<file path="src/hdl/vrot_pkg.sv">
// vrot_pkg: shared types and constants for the vector axis rotator.
// Holds axis/quadrant codes, the CORDIC arctangent table and the gain constant.
// No dependencies.
package vrot_pkg;

  // guard bits carried below the component LSB inside the rotator
  localparam int GUARD = 8;
  // residual angle width (fraction of a turn, 2^32 = full turn)
  localparam int ZW = 32;
  // CORDIC gain compensation, Q31
  localparam int GAIN_W = 31;
  localparam logic [GAIN_W-1:0] GAIN_Q31 = 31'h4DBA76D4;

  typedef enum logic [1:0] {
    AXIS_X    = 2'd0,
    AXIS_Y    = 2'd1,
    AXIS_Z    = 2'd2,
    AXIS_NONE = 2'd3
  } axis_t;

  typedef enum logic [1:0] {
    QUAD_0   = 2'd0,
    QUAD_90  = 2'd1,
    QUAD_180 = 2'd2,
    QUAD_270 = 2'd3
  } quad_t;

  // control that travels with every transaction through the pipeline
  typedef struct packed {
    logic  valid;
    axis_t axis;
  } ctl_t;

  // atan(2^-i) in units of 2^-32 turn
  localparam logic [ZW-1:0] ARC_TAB [32] = '{
    32'd536870912, 32'd316933406, 32'd167458907, 32'd85004756, 32'd42667331,
    32'd21354465,  32'd10679838,  32'd5340245,   32'd2670163,  32'd1335087,
    32'd667544,    32'd333772,    32'd166886,    32'd83443,    32'd41722,
    32'd20861,     32'd10430,     32'd5215,      32'd2608,     32'd1304,
    32'd652,       32'd326,       32'd163,       32'd81,       32'd41,
    32'd20,        32'd10,        32'd5,         32'd3,        32'd1,
    32'd1,         32'd0
  };

  function automatic logic [ZW-1:0] arc_at(input int i);
    logic [4:0] idx;
    idx = i[4:0];
    if (i >= 32) begin
      return '0;
    end
    return ARC_TAB[idx];
  endfunction

endpackage

</file>
<file path="src/hdl/vrot_step.sv">
// vrot_step: one CORDIC micro-rotation stage (shift-and-add by 2^-STEP).
// Depends on vrot_pkg.
module vrot_step import vrot_pkg::*; #(
  parameter int IW   = 35,
  parameter int SW   = 72,
  parameter int STEP = 0
) (
  input  logic                 clk,
  input  logic                 rst_n,
  input  ctl_t                 in_ctl,
  input  logic signed [IW-1:0] in_a,
  input  logic signed [IW-1:0] in_b,
  input  logic signed [ZW-1:0] in_z,
  input  logic [SW-1:0]        in_side,
  output logic                 up_ready,
  input  logic                 dn_ready,
  output ctl_t                 out_ctl,
  output logic signed [IW-1:0] out_a,
  output logic signed [IW-1:0] out_b,
  output logic signed [ZW-1:0] out_z,
  output logic [SW-1:0]        out_side
);

  localparam logic signed [ZW-1:0] ARC = signed'(arc_at(STEP));

  logic                 en;
  logic signed [IW-1:0] da;
  logic signed [IW-1:0] db;
  ctl_t                 ctl_r;
  logic signed [IW-1:0] a_r, a_nxt;
  logic signed [IW-1:0] b_r, b_nxt;
  logic signed [ZW-1:0] z_r, z_nxt;
  logic [SW-1:0]        side_r;

  assign en       = !ctl_r.valid || dn_ready;
  assign up_ready = en;

  assign da = in_b >>> STEP;
  assign db = in_a >>> STEP;

  // zero residual counts as positive
  always_comb begin
    if (!in_z[ZW-1]) begin
      a_nxt = in_a - da;
      b_nxt = in_b + db;
      z_nxt = in_z - ARC;
    end else begin
      a_nxt = in_a + da;
      b_nxt = in_b - db;
      z_nxt = in_z + ARC;
    end
  end

  always_ff @(posedge clk) begin
    if (!rst_n) begin
      ctl_r <= '0;
    end else if (en) begin
      ctl_r <= in_ctl;
    end
  end

  always_ff @(posedge clk) begin
    if (en) begin
      a_r    <= a_nxt;
      b_r    <= b_nxt;
      z_r    <= z_nxt;
      side_r <= in_side;
    end
  end

  assign out_ctl  = ctl_r;
  assign out_a    = a_r;
  assign out_b    = b_r;
  assign out_z    = z_r;
  assign out_side = side_r;

endmodule

</file>
<file path="config.mk">
export PLATFORM = sky130hd
export DESIGN_NAME = vrot_step
export DESIGN_NICKNAME = d
export VERILOG_FILES = /design/src/hdl/vrot_pkg.sv /design/src/hdl/vrot_step.sv
export SDC_FILE = /design/constraint.sdc
export NUM_CORES = 1
export LEC_CHECK = 0
export BUFFER_PORTS_ARGS = -buffer_cell sky130_fd_sc_hd__buf_2
export CAP_MARGIN = 20
export CORE_ASPECT_RATIO = 1.5
export CORE_UTILIZATION = 55
export CTS_BUF_LIST = sky130_fd_sc_hd__clkbuf_8
export DETAILED_ROUTE_END_ITERATION = 10
export MAX_ROUTING_LAYER = met4
export PLACE_DENSITY = 0.85
export SYNTH_ARGS = -nofsm -noshare
export SYNTH_HDL_FRONTEND = slang
export SYNTH_SLANG_ARGS = --single-unit
</file>
<file path="constraint.sdc">
create_clock -name clk -period 12.3 [get_ports clk]
set_input_delay 1.845 -clock clk [delete_from_list [all_inputs] [get_ports clk]]
set_output_delay 1.845 -clock clk [all_outputs]
set_load 0.05 [all_outputs]
</file>
==> metrics.yaml <==
grt_pass1_wl_um: 60700
area_growth_pct: 20.1
final-hold-violation-count: 0
cp.arrival_ps: 5360
grt_start_max_net_pins: 80
slew_violations: 0
finish.utilization: 0.679
synth_warnings: 0
synth-simple-area-share: 0.105
ys_seq_area_frac: 0.452
fin_crit_ps: 5080
power_per_cell_area_nw_per_um2: 140
dieArea_sq_um: 21700
die_y_um: 180
synthArstFlopShare: 0
worstSetupPathType: "primary input to register"
routed_wl_um: 41500
finalCritPeriodShare: 0.413
drtIter0Drc: 1083
ff2ff_path_depth: 3
critPathRequiredTime_ps: 12580
nets: 1758
gp_congestion: 1.00
synthFlopType: "edfxtp_1"
tritoncts: "yes"
synthAdderAreaFrac: 0.119
cts_hold_buf: 0
initial_core_util: 0.565
ant_nets: 0
fp.dieW_um: 121
post_cts_buffers: 0
vias_per_cell: 6.07
synth_top_family_by_area: "compound AO/OA/AOI/OAI gates"
io_buffers: 357
post-route-drc-count: 0
hold_class: "register to register"
htreeDepth: 4
std_cell_rows: 64
cts_buffers: 17
yosys_register_bits: 176
synthesis.nets: 1425
avgSynthCellArea_sq_um: 10.2
crit_fanout: 14
outcome: "finished, final reports clean"
cts_resized: 0
holdPathStages: 2
synthesis.area_sq_um: 11600
power_leakage_nw: 6.35
core_area_sq_um: 20600
drt_pass1_iterations: 5
cp-end-kind: "register"
synth_edf_count: 173
dp_hpwl_um: 33000
rsz0062_at_grt: "no"
worstSetupStartpointType: "primary input"
relSlewSlack: 0.368
syn_inst: 1137
vias: 10600
boundaryPins: 358
cts.sink_count: 176
whs_ps: 590
grt_pass1_vias: 10400
cts_root_buf: "clkbuf_8"
clock.fmax_ghz: 0.197
avgRoutedWirePerCell_um: 23.7
peakVddDrop_mv: 0.0820
drive_above_1_share: 0.290
yosysUniqueCellTypes: 80
synth_compound_area_frac: 0.201
clock_skew_ps: 24.5
worst_pin_slew_ps: 946
clk_pin_slew_ps: 120
clkLatencyLatePin_ps: 520
antenna_found_initial: 7
max_cap_viol_count: 0
finalSetupTns_ps: 0
reg2reg_slack_ps: 10040
clockBufferDepth: 2
grt_overflow: 0
groute.usage.overall: 0.395
setup_viol: 0
synth_xor_area_frac: 0.0489
synth.mux.area_fraction: 0.0208
-- cell type report --
cell class,instances,area (sq um)
Sequential cell,176,5260
Timing Repair Buffer,362,1820
Tap cell,264,330
Antenna cell,5,12.5
Clock buffer,17,234
Fill cell,1652,6610
Clock inverter,15,150
Multi-Input combinational cell,807,5760
Inverter,106,398
-- power breakdown --
group          leakage [nW]  switching (W)  internal (W)  total [W]
logic                  4.35       0.000569      0.000200   0.000769
registers              1.82      0.0000304      0.000755   0.000786
clock network         0.189       0.000249      0.000149   0.000399
total                  6.35       0.000849       0.00110    0.00195
-- critical path, stage by stage --
cell	delay [ps]
buf_2	110
inv_1	50
ha_1	560
o21bai_1	190
a211oi_1	570
a211oi_1	260
o41ai_1	730
a21oi_1	170
nor2_1	250
o221ai_2	150
a211oi_2	360
xnor2_1	110
-- metal layers --
layer	part of all wire	vias to the layer above	global-route usage
li1	-	4799	-
met1	0.35	5102	0.423
met2	0.51	601	0.666
met3	0.086	135	0.0905
met4	0.054	0	0.218
met5	0	-	-
-- state kept, by name, indices dropped and copies added, names as in the netlist --
name / cells
out_side: 72
out_a: 35
out_b: 34
out_z: 32
out_ctl: 3
-- layout by cell type, fill, tap and decap left out, types with 18 or more instances in the layout --
| cell type | synthesis | layout |
|---|---|---|
| mux2i_1 | 23 | 23 |
| nand2_1 | 54 | 54 |
| o21ai_0 | 68 | 68 |
| a21o_1 | 22 | 22 |
| buf_2 | 10 | 357 |
| a21oi_1 | 127 | 127 |
| o21bai_1 | 18 | 18 |
| nor2_1 | 73 | 73 |
| nor3_1 | 22 | 22 |
| nor2b_1 | 19 | 19 |
| xnor2_1 | 58 | 58 |
| ha_1 | 104 | 104 |
| inv_1 | 104 | 104 |
| edfxtp_1 | 173 | 173 |
-- logic make-up (layout without fill, tap and decap cells) --
group           Yosys count  in the layout
compound gates          361            361
simple gates            249            249
flops                   176            176
buf+inv                 154            500
fa+ha+maj               108            108
xor+xnor                 65             65
mux                      24             24
other cells               0              5
-- cells in the mapped netlist, types with 11 or more instances --
cell | n | area (sq um)
inv_1 | 104 | 390
a21oi_1 | 127 | 636
nand4_1 | 12 | 75.1
clkbuf_1 | 21 | 78.8
nor2_1 | 73 | 274
nand2b_1 | 13 | 81.3
mux2i_1 | 23 | 230
o21a_1 | 11 | 82.6
ha_1 | 104 | 1300
nor2b_1 | 19 | 119
o21ai_0 | 68 | 340
nand2_1 | 54 | 203
nor3_1 | 22 | 110
a21o_1 | 22 | 165
o21bai_1 | 18 | 135
xnor2_1 | 58 | 508
nand3_1 | 16 | 80.1
edfxtp_1 | 173 | 5190
-- path summary, 6_finish.rpt --
| check | from | end |
|---|---|---|
| worst max-delay path | in_a[2] | out_a[30] |
| worst min-delay path | out_ctl[0] | out_ctl[0] |
| worst max register to register | out_ctl[2] | out_side[71] |
| worst min register to register | out_ctl[0] | out_ctl[0] |
-- metrics by stage --
step                area (sq um)  total power [W]  worst slack, ps  instances
global route               14000          0.00202             7180       1752
detailed placement         13600          0.00155             6890       1715
global placement           13600          0.00155             6930       1715
finish                     14000          0.00195             7220       1752
CTS                        14000          0.00195             7450       1747
floorplan                  11600          0.00134             4020       1137
Note: power is estimated with default switching activity, not from simulation.
