[src/hdl/vrot_pkg.sv]
// vrot_pkg: shared types and constants for the vector axis rotator.
// Holds axis/quadrant codes, the CORDIC arctangent table and the gain constant.
// No dependencies.
package vrot_pkg;

  // guard bits carried below the component LSB inside the rotator
  localparam int GUARD = 8;
  // residual angle width (fraction of a turn, 2^32 = full turn)
  localparam int ZW = 32;
  // CORDIC gain compensation, Q31
  localparam int GAIN_W = 31;
  localparam logic [GAIN_W-1:0] GAIN_Q31 = 31'h4DBA76D4;

  typedef enum logic [1:0] {
    AXIS_X    = 2'd0,
    AXIS_Y    = 2'd1,
    AXIS_Z    = 2'd2,
    AXIS_NONE = 2'd3
  } axis_t;

  typedef enum logic [1:0] {
    QUAD_0   = 2'd0,
    QUAD_90  = 2'd1,
    QUAD_180 = 2'd2,
    QUAD_270 = 2'd3
  } quad_t;

  // control that travels with every transaction through the pipeline
  typedef struct packed {
    logic  valid;
    axis_t axis;
  } ctl_t;

  // atan(2^-i) in units of 2^-32 turn
  localparam logic [ZW-1:0] ARC_TAB [32] = '{
    32'd536870912, 32'd316933406, 32'd167458907, 32'd85004756, 32'd42667331,
    32'd21354465,  32'd10679838,  32'd5340245,   32'd2670163,  32'd1335087,
    32'd667544,    32'd333772,    32'd166886,    32'd83443,    32'd41722,
    32'd20861,     32'd10430,     32'd5215,      32'd2608,     32'd1304,
    32'd652,       32'd326,       32'd163,       32'd81,       32'd41,
    32'd20,        32'd10,        32'd5,         32'd3,        32'd1,
    32'd1,         32'd0
  };

  function automatic logic [ZW-1:0] arc_at(input int i);
    logic [4:0] idx;
    idx = i[4:0];
    if (i >= 32) begin
      return '0;
    end
    return ARC_TAB[idx];
  endfunction

endpackage

[src/hdl/vrot_pre.sv]
// vrot_pre: input stage. Picks the rotated pair, applies the exact quarter-turn
// pre-rotation and forms the residual angle.
// Depends on vrot_pkg.
module vrot_pre import vrot_pkg::*; #(
  parameter int COMP_WIDTH  = 24,
  parameter int ANGLE_WIDTH = 16,
  parameter int IW          = 35
) (
  input  logic                         clk,
  input  logic                         rst_n,
  input  logic                         in_valid,
  output logic                         up_ready,
  input  logic [ANGLE_WIDTH-1:0]       angle,
  input  logic [1:0]                   axis_sel,
  input  logic signed [COMP_WIDTH-1:0] vec_x,
  input  logic signed [COMP_WIDTH-1:0] vec_y,
  input  logic signed [COMP_WIDTH-1:0] vec_z,
  input  logic                         dn_ready,
  output ctl_t                         out_ctl,
  output logic signed [IW-1:0]         out_a,
  output logic signed [IW-1:0]         out_b,
  output logic signed [ZW-1:0]         out_z,
  output logic [3*COMP_WIDTH-1:0]      out_side
);

  logic                         en;
  logic [ZW-1:0]                a32;
  logic [ZW-1:0]                a_rnd;
  quad_t                        quad;
  logic [ZW-1:0]                resid;
  logic signed [COMP_WIDTH-1:0] pa;
  logic signed [COMP_WIDTH-1:0] pb;
  logic signed [IW-1:0]         ea;
  logic signed [IW-1:0]         eb;
  axis_t                        axis;

  ctl_t                         ctl_r;
  logic signed [IW-1:0]         a_r, a_nxt;
  logic signed [IW-1:0]         b_r, b_nxt;
  logic signed [ZW-1:0]         z_r;
  logic [3*COMP_WIDTH-1:0]      side_r;

  assign en       = !ctl_r.valid || dn_ready;
  assign up_ready = en;
  assign axis     = axis_t'(axis_sel);

  assign a32   = ZW'(angle) << (ZW - ANGLE_WIDTH);
  assign a_rnd = a32 + (ZW'(1) << (ZW - 3));
  assign quad  = quad_t'(a_rnd[ZW-1:ZW-2]);
  assign resid = a32 - {a_rnd[ZW-1:ZW-2], {(ZW-2){1'b0}}};

  always_comb begin
    case (axis)
      AXIS_X:    begin pa = vec_y; pb = vec_z; end
      AXIS_Y:    begin pa = vec_x; pb = vec_z; end
      AXIS_Z:    begin pa = vec_x; pb = vec_y; end
      AXIS_NONE: begin pa = vec_x; pb = vec_y; end
      default:   begin pa = vec_x; pb = vec_y; end
    endcase
  end

  assign ea = {{(IW-COMP_WIDTH-GUARD){pa[COMP_WIDTH-1]}}, pa, {GUARD{1'b0}}};
  assign eb = {{(IW-COMP_WIDTH-GUARD){pb[COMP_WIDTH-1]}}, pb, {GUARD{1'b0}}};

  always_comb begin
    case (quad)
      QUAD_0:   begin a_nxt = ea;  b_nxt = eb;  end
      QUAD_90:  begin a_nxt = -eb; b_nxt = ea;  end
      QUAD_180: begin a_nxt = -ea; b_nxt = -eb; end
      QUAD_270: begin a_nxt = eb;  b_nxt = -ea; end
      default:  begin a_nxt = ea;  b_nxt = eb;  end
    endcase
  end

  always_ff @(posedge clk) begin
    if (!rst_n) begin
      ctl_r <= '0;
    end else if (en) begin
      ctl_r.valid <= in_valid;
      ctl_r.axis  <= axis;
    end
  end

  always_ff @(posedge clk) begin
    if (en) begin
      a_r    <= a_nxt;
      b_r    <= b_nxt;
      z_r    <= signed'(resid);
      side_r <= {vec_x, vec_y, vec_z};
    end
  end

  assign out_ctl  = ctl_r;
  assign out_a    = a_r;
  assign out_b    = b_r;
  assign out_z    = z_r;
  assign out_side = side_r;

endmodule

[config.mk]
export PLATFORM = sky130hd
export DESIGN_NAME = vrot_pre
export DESIGN_NICKNAME = d
export VERILOG_FILES = /design/src/hdl/vrot_pkg.sv /design/src/hdl/vrot_pre.sv
export SDC_FILE = /design/constraint.sdc
export NUM_CORES = 1
export LEC_CHECK = 0
export BUFFER_PORTS_ARGS = -buffer_cell sky130_fd_sc_hd__buf_4
export CELL_PAD_IN_SITES_DETAIL_PLACEMENT = 1
export CELL_PAD_IN_SITES_GLOBAL_PLACEMENT = 2
export CORE_UTILIZATION = 30
export CTS_BUF_LIST = sky130_fd_sc_hd__clkbuf_4 sky130_fd_sc_hd__clkbuf_8
export DETAILED_ROUTE_END_ITERATION = 10
export PLACE_DENSITY = 0.78
export SETUP_SLACK_MARGIN = 0.05
export SYNTH_ARGS = -nofsm -noshare
export SYNTH_HDL_FRONTEND = slang
export SYNTH_SLANG_ARGS = --single-unit
[constraint.sdc]
create_clock -name clk -period 4.2 [get_ports clk]
set_input_delay 0.42 -clock clk [delete_from_list [all_inputs] [get_ports clk]]
set_output_delay 0.42 -clock clk [all_outputs]
set_load 0.1 [all_outputs]
==> results.md <==
- Worst hold-check path type: primary input to register
- Largest family of logic cells by synthesized area: compound AO/OA/AOI/OAI gates
- Clk slew on worst S/H paths: 0.10 ns
- # Post-CTS Setup Buffers: 0
- Core area: 25400 sq um
- Peak VDD IR: 0.216 mV
- Post-synthesis cell area: 7850 sq um
- Setup TNS: 0 ns
- Met1 GRT Util: 22.9%
- Antenna viol nets, final: 0
- Crit path DAT: 3.06 ns
- XOR/XNOR share of the synthesized area: 5.13%
- Layout area overhead: 31.3%
- Met3 Usage GRT: 4.82%
- Compound-Gate Fraction of Synth Area: 11.6%
- Sequential area share after synthesis: 55.1%
- Fin Clk Skew: 0.0124 ns
- Syn_area_per_cell: 12.2 sq um
- CTS tree: yes
- Data required, critical path: 4.40 ns
- Post-synthesis mux area share: 10.9%
- Worst-path fanout max: 32
- Max-slew violations: 0
- Worst path max stage delay: 0.60 ns
- GR met2 Demand/Resource: 30.9%
- H-tree Lvls: 4
- Power, Total: 5.27 mW
- Hold Path Origin: angle[8]
- Min cycle time layout: 2.85 ns
- Count of state elements after synthesis: 145
- Final Cell Area: 10300 sq um
- Simple-gate share of the synthesized area: 10.8%
- GRT Residual Overflow: 0
- Cells after Synth: 642
- Starting density of the core: 30.9%
- Clock sinks: 145
- GPL Wtd Cong: 0.783
- First-pass GRT wire length: 36500 microns
- Largest net degree at the start of global routing: 58
- Per-cell routed wire length: 19.9 microns
- Async set-reset flop share out of synthesis: 0%
- Status: finished clean
- Gr usage total: 18.2%
- Total Wirelength: 24300 microns
- Slew @ Worst Pin: 0.880 ns
- Fmax: 351 MHz
- CP Class: primary input to register
- Drt pass-1 iters: 5
- Die area: 26800 sq um
- Most frequent CP cell: buf_4
- Netlist cell types: 71
- Worst setup EP type: register
- DP Area: 9900 sq um
- DRC Markers: 0
- Global route hottest layer: met2
- DR vias: 6139
- Finish-stage setup viols: 0
- Slowest cell on crit path: nor4_4
- Die height: 164 microns
- Root buf cell: clkbuf_8
- Synth Area in Adders: 0.638%
- Hold Vio Cnt, Final: 0
- RSZ-0062 raised after global routing: false
- Share of cells above drive strength 1: 37.1%
- Ant. Diodes: 0
- Antenna violations before repair: 0
- CTS resizes: 0
- Bufs on Longest Clock Path: 2
- Buffers on Ports: 239
- Worst hold margin: 0.134 ns
- Primary FF master, synth: edfxtp_1
- Detail-routed via count per cell: 5.02
- Detail Placement HPWL: 17700 microns
- Final worst slack: 1.35 ns
- Most common cell after layout, fill and taps aside: buf_4
- TritonCTS Buffers: 17
- Number of synthesis warnings: 0
- CTS Hold Buffers Added: 0
- R2r startpoint: out_ctl[2]
- Number of flops mapped to enable cells by yosys: 142
- IO Count: 272
- # rows: 58
- Die Width: 164 microns
- DR iter-0 viols: 403
- Max Cap Viol: 0
- Critical path, cell by cell: buf_4, buf_4, nor4b_1, o22ai_1, nor4_4, nand2_1, a31oi_1, a21oi_1
- Vias in the first global route: 6259
- Pre-CTS WS: 0.909 ns
- Startpoint class of the critical path: primary input
- LEAKAGE: 4.25 nW
- Clock Latency Late Sink: 0.46 ns
- P per Cell Area: 511 nW/um^2
- Fin nets: 977
- Final cycle utilization of the critical path: 67.9%
- Relative slew slack: 40.9%
- Commonest non-fill, non-tap cells in the layout: 252 x buf_4, 142 x edfxtp_1, 68 x mux2i_1
- Worst Setup SP: axis_sel[1]
[report_power, final]
part	switching, mW	internal, mW	leakage (nW)
Clock	0.658	0.500	0.207
Sequential	0.0549	1.80	1.49
Combinational	1.81	0.454	2.55
Total	2.52	2.75	4.25
[Yosys cell counts, types with 3 or more instances]
| master | count | area (sq um) |
|---|---|---|
| edfxtp_1 | 142 | 4260 |
| o211ai_1 | 3 | 22.5 |
| o21ai_1 | 6 | 30.0 |
| clkbuf_1 | 18 | 67.6 |
| buf_4 | 33 | 248 |
| nor4_1 | 4 | 25.0 |
| nand3_1 | 10 | 50.1 |
| nand2_1 | 32 | 120 |
| o22ai_1 | 7 | 43.8 |
| xnor2_1 | 10 | 87.6 |
| nor2b_1 | 4 | 25.0 |
| dfxtp_1 | 3 | 60.1 |
| or2_2 | 4 | 25.0 |
| a221oi_1 | 3 | 26.3 |
| nor3b_1 | 5 | 37.5 |
| nor4_2 | 4 | 50.1 |
| a211oi_1 | 7 | 52.6 |
| nor4_4 | 3 | 63.8 |
| buf_6 | 5 | 56.3 |
| o31ai_1 | 7 | 52.6 |
| and2_1 | 4 | 25.0 |
| o41ai_1 | 4 | 35.0 |
| or3_1 | 6 | 37.5 |
| nor2_1 | 45 | 169 |
| nand4_1 | 3 | 18.8 |
| mux2_2 | 12 | 135 |
| buf_2 | 6 | 30.0 |
| a22oi_1 | 3 | 22.5 |
| nor3_1 | 9 | 45.0 |
| a31oi_1 | 15 | 93.8 |
| a21oi_1 | 38 | 190 |
| ha_1 | 4 | 50.1 |
| o21ai_0 | 28 | 140 |
| xor2_1 | 36 | 315 |
| inv_1 | 6 | 22.5 |
| mux2i_1 | 68 | 681 |
[worst paths after layout]
check	depth (start not counted)	slack, ns	end
worst max-delay path	8	1.35	out_b[32]
worst min-delay path	1	0.13	out_z[24]
worst max register to register	2	2.27	out_a[9]
worst min register to register	2	0.53	out_ctl[0]
[critical path: cells and delay by family]
family          cells  cell delay (ns)
compound gates      3             0.65
simple gates        3             1.23
buf+inv             2             0.72
[sequential cells by signal, indices dropped and copies added, names as in the netlist]
| name | count |
|---|---|
| out_a | 27 |
| out_side | 72 |
| out_ctl | 3 |
| out_z | 16 |
| out_b | 27 |
[final cells by class]
class / count / area [sq um]
clock buffers: 17 / 234
clock inverters: 15 / 171
fillers: 2775 / 15100
inverters: 7 / 26.3
multi-input cells: 456 / 3250
flip-flops and latches: 145 / 4320
well taps: 330 / 413
repair buffers: 252 / 1890
[layer usage]
metal | wire length (microns) | up-vias | share of wire, %
met5 | 0 | - | 0
met4 | 260 | 0 | 1.1
met3 | 1710 | 17 | 7.0
met2 | 11900 | 241 | 49
met1 | 10400 | 3029 | 43
li1 | - | 2852 | -
[kinds of logic (layout without fill, tap and decap cells)]
group           after synthesis  count (layout)
fa+ha+maj                     4               4
flops                       145             145
mux                          83              83
simple gates                150             150
compound gates              141             141
other cells                   1              32
xor+xnor                     46              46
buf+inv                      72             291
[stage by stage]
step,std cells,utilization [%]
2_1_floorplan,673,-
3_3_place_gp,1190,39.0
3_5_place_dp,1190,39.0
4_1_cts,1222,40.6
5_1_grt,1222,40.6
6_report,1222,40.6
Note: power is estimated with default switching activity, not from simulation.
