[src/hdl/vrot_pkg.sv]
// vrot_pkg: shared types and constants for the vector axis rotator.
// Holds axis/quadrant codes, the CORDIC arctangent table and the gain constant.
// No dependencies.
package vrot_pkg;

  // guard bits carried below the component LSB inside the rotator
  localparam int GUARD = 8;
  // residual angle width (fraction of a turn, 2^32 = full turn)
  localparam int ZW = 32;
  // CORDIC gain compensation, Q31
  localparam int GAIN_W = 31;
  localparam logic [GAIN_W-1:0] GAIN_Q31 = 31'h4DBA76D4;

  typedef enum logic [1:0] {
    AXIS_X    = 2'd0,
    AXIS_Y    = 2'd1,
    AXIS_Z    = 2'd2,
    AXIS_NONE = 2'd3
  } axis_t;

  typedef enum logic [1:0] {
    QUAD_0   = 2'd0,
    QUAD_90  = 2'd1,
    QUAD_180 = 2'd2,
    QUAD_270 = 2'd3
  } quad_t;

  // control that travels with every transaction through the pipeline
  typedef struct packed {
    logic  valid;
    axis_t axis;
  } ctl_t;

  // atan(2^-i) in units of 2^-32 turn
  localparam logic [ZW-1:0] ARC_TAB [32] = '{
    32'd536870912, 32'd316933406, 32'd167458907, 32'd85004756, 32'd42667331,
    32'd21354465,  32'd10679838,  32'd5340245,   32'd2670163,  32'd1335087,
    32'd667544,    32'd333772,    32'd166886,    32'd83443,    32'd41722,
    32'd20861,     32'd10430,     32'd5215,      32'd2608,     32'd1304,
    32'd652,       32'd326,       32'd163,       32'd81,       32'd41,
    32'd20,        32'd10,        32'd5,         32'd3,        32'd1,
    32'd1,         32'd0
  };

  function automatic logic [ZW-1:0] arc_at(input int i);
    logic [4:0] idx;
    idx = i[4:0];
    if (i >= 32) begin
      return '0;
    end
    return ARC_TAB[idx];
  endfunction

endpackage

[src/hdl/vrot_post.sv]
// vrot_post: gain compensation (split multiply, round), guard-bit drop,
// saturation and result assembly; its last stage is the output register.
// Depends on vrot_pkg.
module vrot_post import vrot_pkg::*; #(
  parameter int COMP_WIDTH = 24,
  parameter int IW         = 35
) (
  input  logic                         clk,
  input  logic                         rst_n,
  input  ctl_t                         in_ctl,
  input  logic signed [IW-1:0]         in_a,
  input  logic signed [IW-1:0]         in_b,
  input  logic [3*COMP_WIDTH-1:0]      in_side,
  output logic                         up_ready,
  input  logic                         dn_ready,
  output logic                         out_valid,
  output logic signed [COMP_WIDTH-1:0] out_x,
  output logic signed [COMP_WIDTH-1:0] out_y,
  output logic signed [COMP_WIDTH-1:0] out_z,
  output logic                         out_ovf
);

  localparam int SDW = 3 * COMP_WIDTH;
  localparam int LW  = IW / 2;
  localparam int HW  = IW - LW;
  localparam int PLW = LW + GAIN_W;
  localparam int PHW = HW + GAIN_W;
  localparam int SMW = IW + GAIN_W + 1;
  localparam int RW  = SMW - GAIN_W;
  localparam int VW  = RW + 1;
  localparam int TW  = VW - GUARD;
  localparam logic signed [COMP_WIDTH-1:0] CMAX = {1'b0, {(COMP_WIDTH-1){1'b1}}};
  localparam logic signed [COMP_WIDTH-1:0] CMIN = {1'b1, {(COMP_WIDTH-1){1'b0}}};

  // ---------------- stage 1: magnitude and partial products
  logic            en1, en2, en3;
  logic [IW-1:0]   mag_a, mag_b;
  ctl_t            ctl1_r;
  logic [SDW-1:0]  side1_r;
  logic            neg_a1_r, neg_b1_r;
  logic [PLW-1:0]  pl_a_r, pl_b_r;
  logic [PHW-1:0]  ph_a_r, ph_b_r;

  // ---------------- stage 2: rounded product magnitude
  logic [SMW-1:0]  sum_a, sum_b;
  ctl_t            ctl2_r;
  logic [SDW-1:0]  side2_r;
  logic            neg_a2_r, neg_b2_r;
  logic [RW-1:0]   r_a_r, r_b_r;

  // ---------------- stage 3: sign, guard drop, saturate
  logic signed [VW-1:0]         val_a, val_b;
  logic signed [TW-1:0]         t_a, t_b;
  logic signed [COMP_WIDTH-1:0] sat_a, sat_b;
  logic                         ovf_a, ovf_b;
  logic signed [COMP_WIDTH-1:0] raw_x, raw_y, raw_z;
  logic                         v3_r;
  logic signed [COMP_WIDTH-1:0] x_r, x_nxt;
  logic signed [COMP_WIDTH-1:0] y_r, y_nxt;
  logic signed [COMP_WIDTH-1:0] z_r, z_nxt;
  logic                         ovf_r, ovf_nxt;

  assign en3      = !v3_r || dn_ready;
  assign en2      = !ctl2_r.valid || en3;
  assign en1      = !ctl1_r.valid || en2;
  assign up_ready = en1;

  assign mag_a = in_a[IW-1] ? IW'(-in_a) : IW'(in_a);
  assign mag_b = in_b[IW-1] ? IW'(-in_b) : IW'(in_b);

  always_ff @(posedge clk) begin
    if (!rst_n) begin
      ctl1_r <= '0;
      ctl2_r <= '0;
      v3_r   <= 1'b0;
    end else begin
      if (en1) ctl1_r <= in_ctl;
      if (en2) ctl2_r <= ctl1_r;
      if (en3) v3_r   <= ctl2_r.valid;
    end
  end

  always_ff @(posedge clk) begin
    if (en1) begin
      side1_r  <= in_side;
      neg_a1_r <= in_a[IW-1];
      neg_b1_r <= in_b[IW-1];
      pl_a_r   <= PLW'(mag_a[LW-1:0]) * PLW'(GAIN_Q31);
      pl_b_r   <= PLW'(mag_b[LW-1:0]) * PLW'(GAIN_Q31);
      ph_a_r   <= PHW'(mag_a[IW-1:LW]) * PHW'(GAIN_Q31);
      ph_b_r   <= PHW'(mag_b[IW-1:LW]) * PHW'(GAIN_Q31);
    end
  end

  // round half away from zero on the magnitude
  assign sum_a = (SMW'(ph_a_r) << LW) + SMW'(pl_a_r) + (SMW'(1) << (GAIN_W - 1));
  assign sum_b = (SMW'(ph_b_r) << LW) + SMW'(pl_b_r) + (SMW'(1) << (GAIN_W - 1));

  always_ff @(posedge clk) begin
    if (en2) begin
      side2_r  <= side1_r;
      neg_a2_r <= neg_a1_r;
      neg_b2_r <= neg_b1_r;
      r_a_r    <= sum_a[SMW-1:GAIN_W];
      r_b_r    <= sum_b[SMW-1:GAIN_W];
    end
  end

  // -r + 2^(G-1) written as ~r + 2^(G-1) + 1, one adder either way
  assign val_a = signed'(neg_a2_r ? ~{1'b0, r_a_r} : {1'b0, r_a_r})
               + (neg_a2_r ? VW'((1 << (GUARD - 1)) + 1) : VW'(1 << (GUARD - 1)));
  assign val_b = signed'(neg_b2_r ? ~{1'b0, r_b_r} : {1'b0, r_b_r})
               + (neg_b2_r ? VW'((1 << (GUARD - 1)) + 1) : VW'(1 << (GUARD - 1)));
  assign t_a = val_a[VW-1:GUARD];
  assign t_b = val_b[VW-1:GUARD];

  always_comb begin
    ovf_a = !((&t_a[TW-1:COMP_WIDTH-1]) || !(|t_a[TW-1:COMP_WIDTH-1]));
    ovf_b = !((&t_b[TW-1:COMP_WIDTH-1]) || !(|t_b[TW-1:COMP_WIDTH-1]));
    sat_a = ovf_a ? (t_a[TW-1] ? CMIN : CMAX) : t_a[COMP_WIDTH-1:0];
    sat_b = ovf_b ? (t_b[TW-1] ? CMIN : CMAX) : t_b[COMP_WIDTH-1:0];
  end

  assign raw_x = side2_r[SDW-1:2*COMP_WIDTH];
  assign raw_y = side2_r[2*COMP_WIDTH-1:COMP_WIDTH];
  assign raw_z = side2_r[COMP_WIDTH-1:0];

  always_comb begin
    case (ctl2_r.axis)
      AXIS_X: begin
        x_nxt = raw_x; y_nxt = sat_a; z_nxt = sat_b; ovf_nxt = ovf_a || ovf_b;
      end
      AXIS_Y: begin
        x_nxt = sat_a; y_nxt = raw_y; z_nxt = sat_b; ovf_nxt = ovf_a || ovf_b;
      end
      AXIS_Z: begin
        x_nxt = sat_a; y_nxt = sat_b; z_nxt = raw_z; ovf_nxt = ovf_a || ovf_b;
      end
      AXIS_NONE: begin
        x_nxt = raw_x; y_nxt = raw_y; z_nxt = raw_z; ovf_nxt = 1'b0;
      end
      default: begin
        x_nxt = raw_x; y_nxt = raw_y; z_nxt = raw_z; ovf_nxt = 1'b0;
      end
    endcase
  end

  always_ff @(posedge clk) begin
    if (en3) begin
      x_r   <= x_nxt;
      y_r   <= y_nxt;
      z_r   <= z_nxt;
      ovf_r <= ovf_nxt;
    end
  end

  assign out_valid = v3_r;
  assign out_x     = x_r;
  assign out_y     = y_r;
  assign out_z     = z_r;
  assign out_ovf   = ovf_r;

  // pass-through transactions never flag overflow
  a_pass_no_ovf: assert property (@(posedge clk) disable iff (!rst_n)
    (en3 && ctl2_r.valid && ctl2_r.axis == AXIS_NONE) |=> !ovf_r)
    else $error("overflow set on pass-through transaction");

  // a flagged result carries at least one clamped component
  a_ovf_clamped: assert property (@(posedge clk) disable iff (!rst_n)
    (v3_r && ovf_r) |-> (x_r == CMAX || x_r == CMIN || y_r == CMAX ||
                         y_r == CMIN || z_r == CMAX || z_r == CMIN))
    else $error("overflow set but no component at a rail");

  // the output stage only moves when the consumer takes it or it is empty
  a_hold_out: assert property (@(posedge clk) disable iff (!rst_n)
    (v3_r && !dn_ready) |=> (v3_r && $stable(x_r) && $stable(ovf_r)))
    else $error("output stage changed while held");

endmodule

[config.mk]
export PLATFORM = sky130hd
export DESIGN_NAME = vrot_post
export DESIGN_NICKNAME = d
export VERILOG_FILES = /design/src/hdl/vrot_pkg.sv /design/src/hdl/vrot_post.sv
export SDC_FILE = /design/constraint.sdc
export NUM_CORES = 2
export LEC_CHECK = 0
export BUFFER_PORTS_ARGS = -buffer_cell sky130_fd_sc_hd__clkbuf_2
export CAP_MARGIN = 20
export CORE_ASPECT_RATIO = 1.4
export CORE_UTILIZATION = 30
export DETAILED_ROUTE_END_ITERATION = 12
export HOLD_SLACK_MARGIN = 0.05
export PLACE_DENSITY = 0.45
export SETUP_SLACK_MARGIN = 0.3
export SYNTH_ARGS = -nofsm -noshare
export SYNTH_HDL_FRONTEND = slang
export SYNTH_SLANG_ARGS = --single-unit
[constraint.sdc]
create_clock -name clk -period 26.5 [get_ports clk]
set_input_delay 3.975 -clock clk [delete_from_list [all_inputs] [get_ports clk]]
set_output_delay 3.975 -clock clk [all_outputs]
set_load 0.01 [all_outputs]
==> summary.md <==
| Metric | Value |
|---|---|
| Nets | `7162` |
| Initial antenna violation count | `6` |
| Detailed Route WL | `~170000 um` |
| Final TNS setup | `0 ns` |
| CTS Buffer Depth | `3` |
| Synth Cell Area | `55800 sq um` |
| Synth Register Bits | `about 450` |
| Vias/cell | `roughly 4.7` |
| Vias in the first global route | `40555` |
| EDFF count, synth | `445` |
| Worst Hold Path EP | `neg_a2_r` |
| DRT Pass-1 Iters | `7` |
| Largest net degree at the start of global routing | `74` |
| Unrepaired setup endpoints after global routing | `false` |
| Final setup vio count | `0` |
| Syn_nets | `roughly 7000` |
| Clock buffer count from CTS | `53` |
| Die Height | `a little over 500 um` |
| Die W | `367 um` |
| Total die area | `around 190000 sq um` |
| Crit path buffers/inverters | `6` |
| Hold-fix buffer count after cts | `0` |
| Tcrit/Tclk final | `52.4%` |
| Critical Path End Type | `flip-flop` |
| Worst slew pin tran | `1.13 ns` |
| R2R Path End | `out_y[9]` |
| Crit path required time | `about 27 ns` |
| IO Port Bufs | `222` |
| Post-route DRC | `0` |
| TritonCTS Sinks | `452` |
| Leading area contributor after synthesis | `fa_1` |
| Initial Utilization | `a little under a third` |
| DR top layer | `met5` |
| Max-cap violation count | `0` |
| Worst Path Arrival | `14.30 ns` |
| Metal3 WL | `between 5000 and 6000 um` |
| Hold wc startpoint | `neg_a1_r` |
| Post-Syn Instances | `5187` |
| H-Tree Depth | `2` |
| I/O pin total | `between 200 and 250` |
| Yosys cell types | `85` |
| Hold Fails Final Rpt | `0` |
| Setup Skew | `0.0701 ns` |
| CP max FO | `10` |
| Fillers | `18966` |
| Max frequency | `0.0720 GHz` |
| Layout cell share with drive strength beyond 1 | `7.55%` |
| Cts repair resizes | `0` |
| Most common flop cell mapped by yosys | `edfxtp_1` |
| Max_slew headroom | `about a quarter` |
| Root Driver | `clkbuf_16` |
| Yosys top cell area share | `29.5%` |
| # rows | `187` |
| Worst setup path category | `input port to flip-flop` |
| Global Route Usage Sum | `18.2%` |
| Synth Area per Inst | `10.8 sq um` |
| Wire length of the first global-routing pass | `around 260000 um` |
| Status | `completed` |
| Top post-synthesis cells by count | `inv_1, fa_1, ha_1` |
| CP top delay family | `adder cells` |
| Ys Warns | `0` |
| Reg2reg start | `neg_b2_r` |
| Worst Hold Depth | `0` |
| Slowest CP cell | `a2111oi_1` |
| Type of origin of the critical path | `input port` |
| Worst skew pair latency | `0.66 ns` |
| Area of the core | `185000 sq um` |
| R2R depth | `11` |
| Slowest Stage Delay on Critical Path | `just under 1 ns` |
| Setup Fix Bufs, Post-CTS | `0` |
| Met2 wire length | `91900 um` |
| Area contributors post-synth | `fa_1, edfxtp_1, ha_1` |
| Worst-path clk slew | `~0.060 ns` |
| Most frequent cell after synthesis | `inv_1` |
| Routed WL per cell | `~21 um` |
| Min Hold Slack | `between 0.4 and 0.5 ns` |
| RePlAce Congestion | `0.920` |
| GR Overflow Total | `0` |
| Reg2Reg Setup Slack | `21.24 ns` |
| Final worst path period need | `13.89 ns` |
| Post-DP HPWL | `149000 um` |
| Post-DRT Antenna Nets | `0` |
| Max-slew violations | `0` |
| CTS tree | `built` |
| Min-Delay Path Class | `flip-flop to flip-flop` |
| Via count | `37125` |
| Post-synth ARST share | `0%` |
| Post-synthesis sequential area ratio | `24.2%` |
| M1 WL | `around 67000 um` |
| DRT iter0 DRCs | `slightly below 2000` |
| Area Overhead vs Synth | `11.0%` |
==> final cells by class <==
cell class / count / area [sq um] / area share (%)
clock buffer: 65 / 1420 / 2.29
timing repair buffer: 286 / 1590 / 2.57
clock inverter: 35 / 315 / 0.509
antenna: 4 / 10.0 / 0.0161
multi-input combinational: 3358 / 37200 / 60.0
inverter: 1302 / 4890 / 7.88
sequential: 452 / 13500 / 21.8
tap: 2457 / 3070 / 4.96
==> registers in the layout, indices dropped and copies added (netlist names), 29 cells and up <==
| name | count |
|---|---|
| r_b_r | 36 |
| pl_a_r | 29 |
| ph_a_r | 47 |
| r_a_r | 36 |
| side1_r | 72 |
| pl_b_r | 29 |
| side2_r | 72 |
| ph_b_r | 47 |
==> cell families after synthesis <==
kind of cell               after synthesis  share of synthesized area [%]
muxes                                   11                          0.197
adders and majority gates             1561                           46.1
buffers and inverters                 1377                           9.28
AOI/OAI and AO/OA                      713                           8.56
and+or+nand+nor                        767                           6.93
DFF                                    452                           24.2
xor gates and xnor gates               306                           4.80
==> cell usage in the layout, fill, tap and decap left out, types with 110 or more instances in the layout <==
cell,count
nor2_1,199
edfxtp_1,445
xnor2_1,208
o21ai_0,110
inv_1,1300
a21oi_1,194
clkbuf_2,222
nand2_1,166
ha_1,738
fa_1,823
==> worst max-delay path by stage <==
stage / from / end / slack (ns) / depth (start not counted)
after global placement: in_b[0] / ph_b_r[47] / 12.13 / 31
after global routing: in_a[0] / ph_a_r[46] / 12.10 / 32
after CTS: in_b[0] / ph_b_r[47] / 12.66 / 31
after detailed placement: in_b[0] / ph_b_r[47] / 12.02 / 31
after floorplan: dn_ready / up_ready / 13.08 / 3
final: in_a[0] / ph_a_r[46] / 12.61 / 32
==> through the flow <==
step / std cells / cell area [sq um] / setup WS (ns) / utilization (%)
2_1_floorplan: 5187 / 55800 / 13.08 / -
3_3_place_gp: 7854 / 60200 / 12.13 / 32.6
3_5_place_dp: 7855 / 60300 / 12.02 / 32.6
4_1_cts: 7955 / 62000 / 12.66 / 33.5
5_1_grt: 7955 / 62000 / 12.10 / 33.5
6_report: 7959 / 62000 / 12.61 / 33.5
==> worst register-to-register path, delay by kind of cell, from the launching register on <==
family                 cells  cell delay (ns)
and+or+nand+nor            4             1.59
DFF                        1             0.32
AOI/OAI and AO/OA          5             2.18
buffers and inverters      2             0.82
==> per-layer routing <==
| metal | track usage [%] | vias up |
|---|---|---|
| met5 | 0 | - |
| met4 | 4.81 | 8 |
| met3 | 1.87 | 184 |
| met2 | 35.0 | 693 |
| met1 | 21.0 | 18764 |
| li1 | - | 17476 |
Power is not shown: default switching activity piles up to over one toggle a cycle in this logic, so the estimate is an artifact.
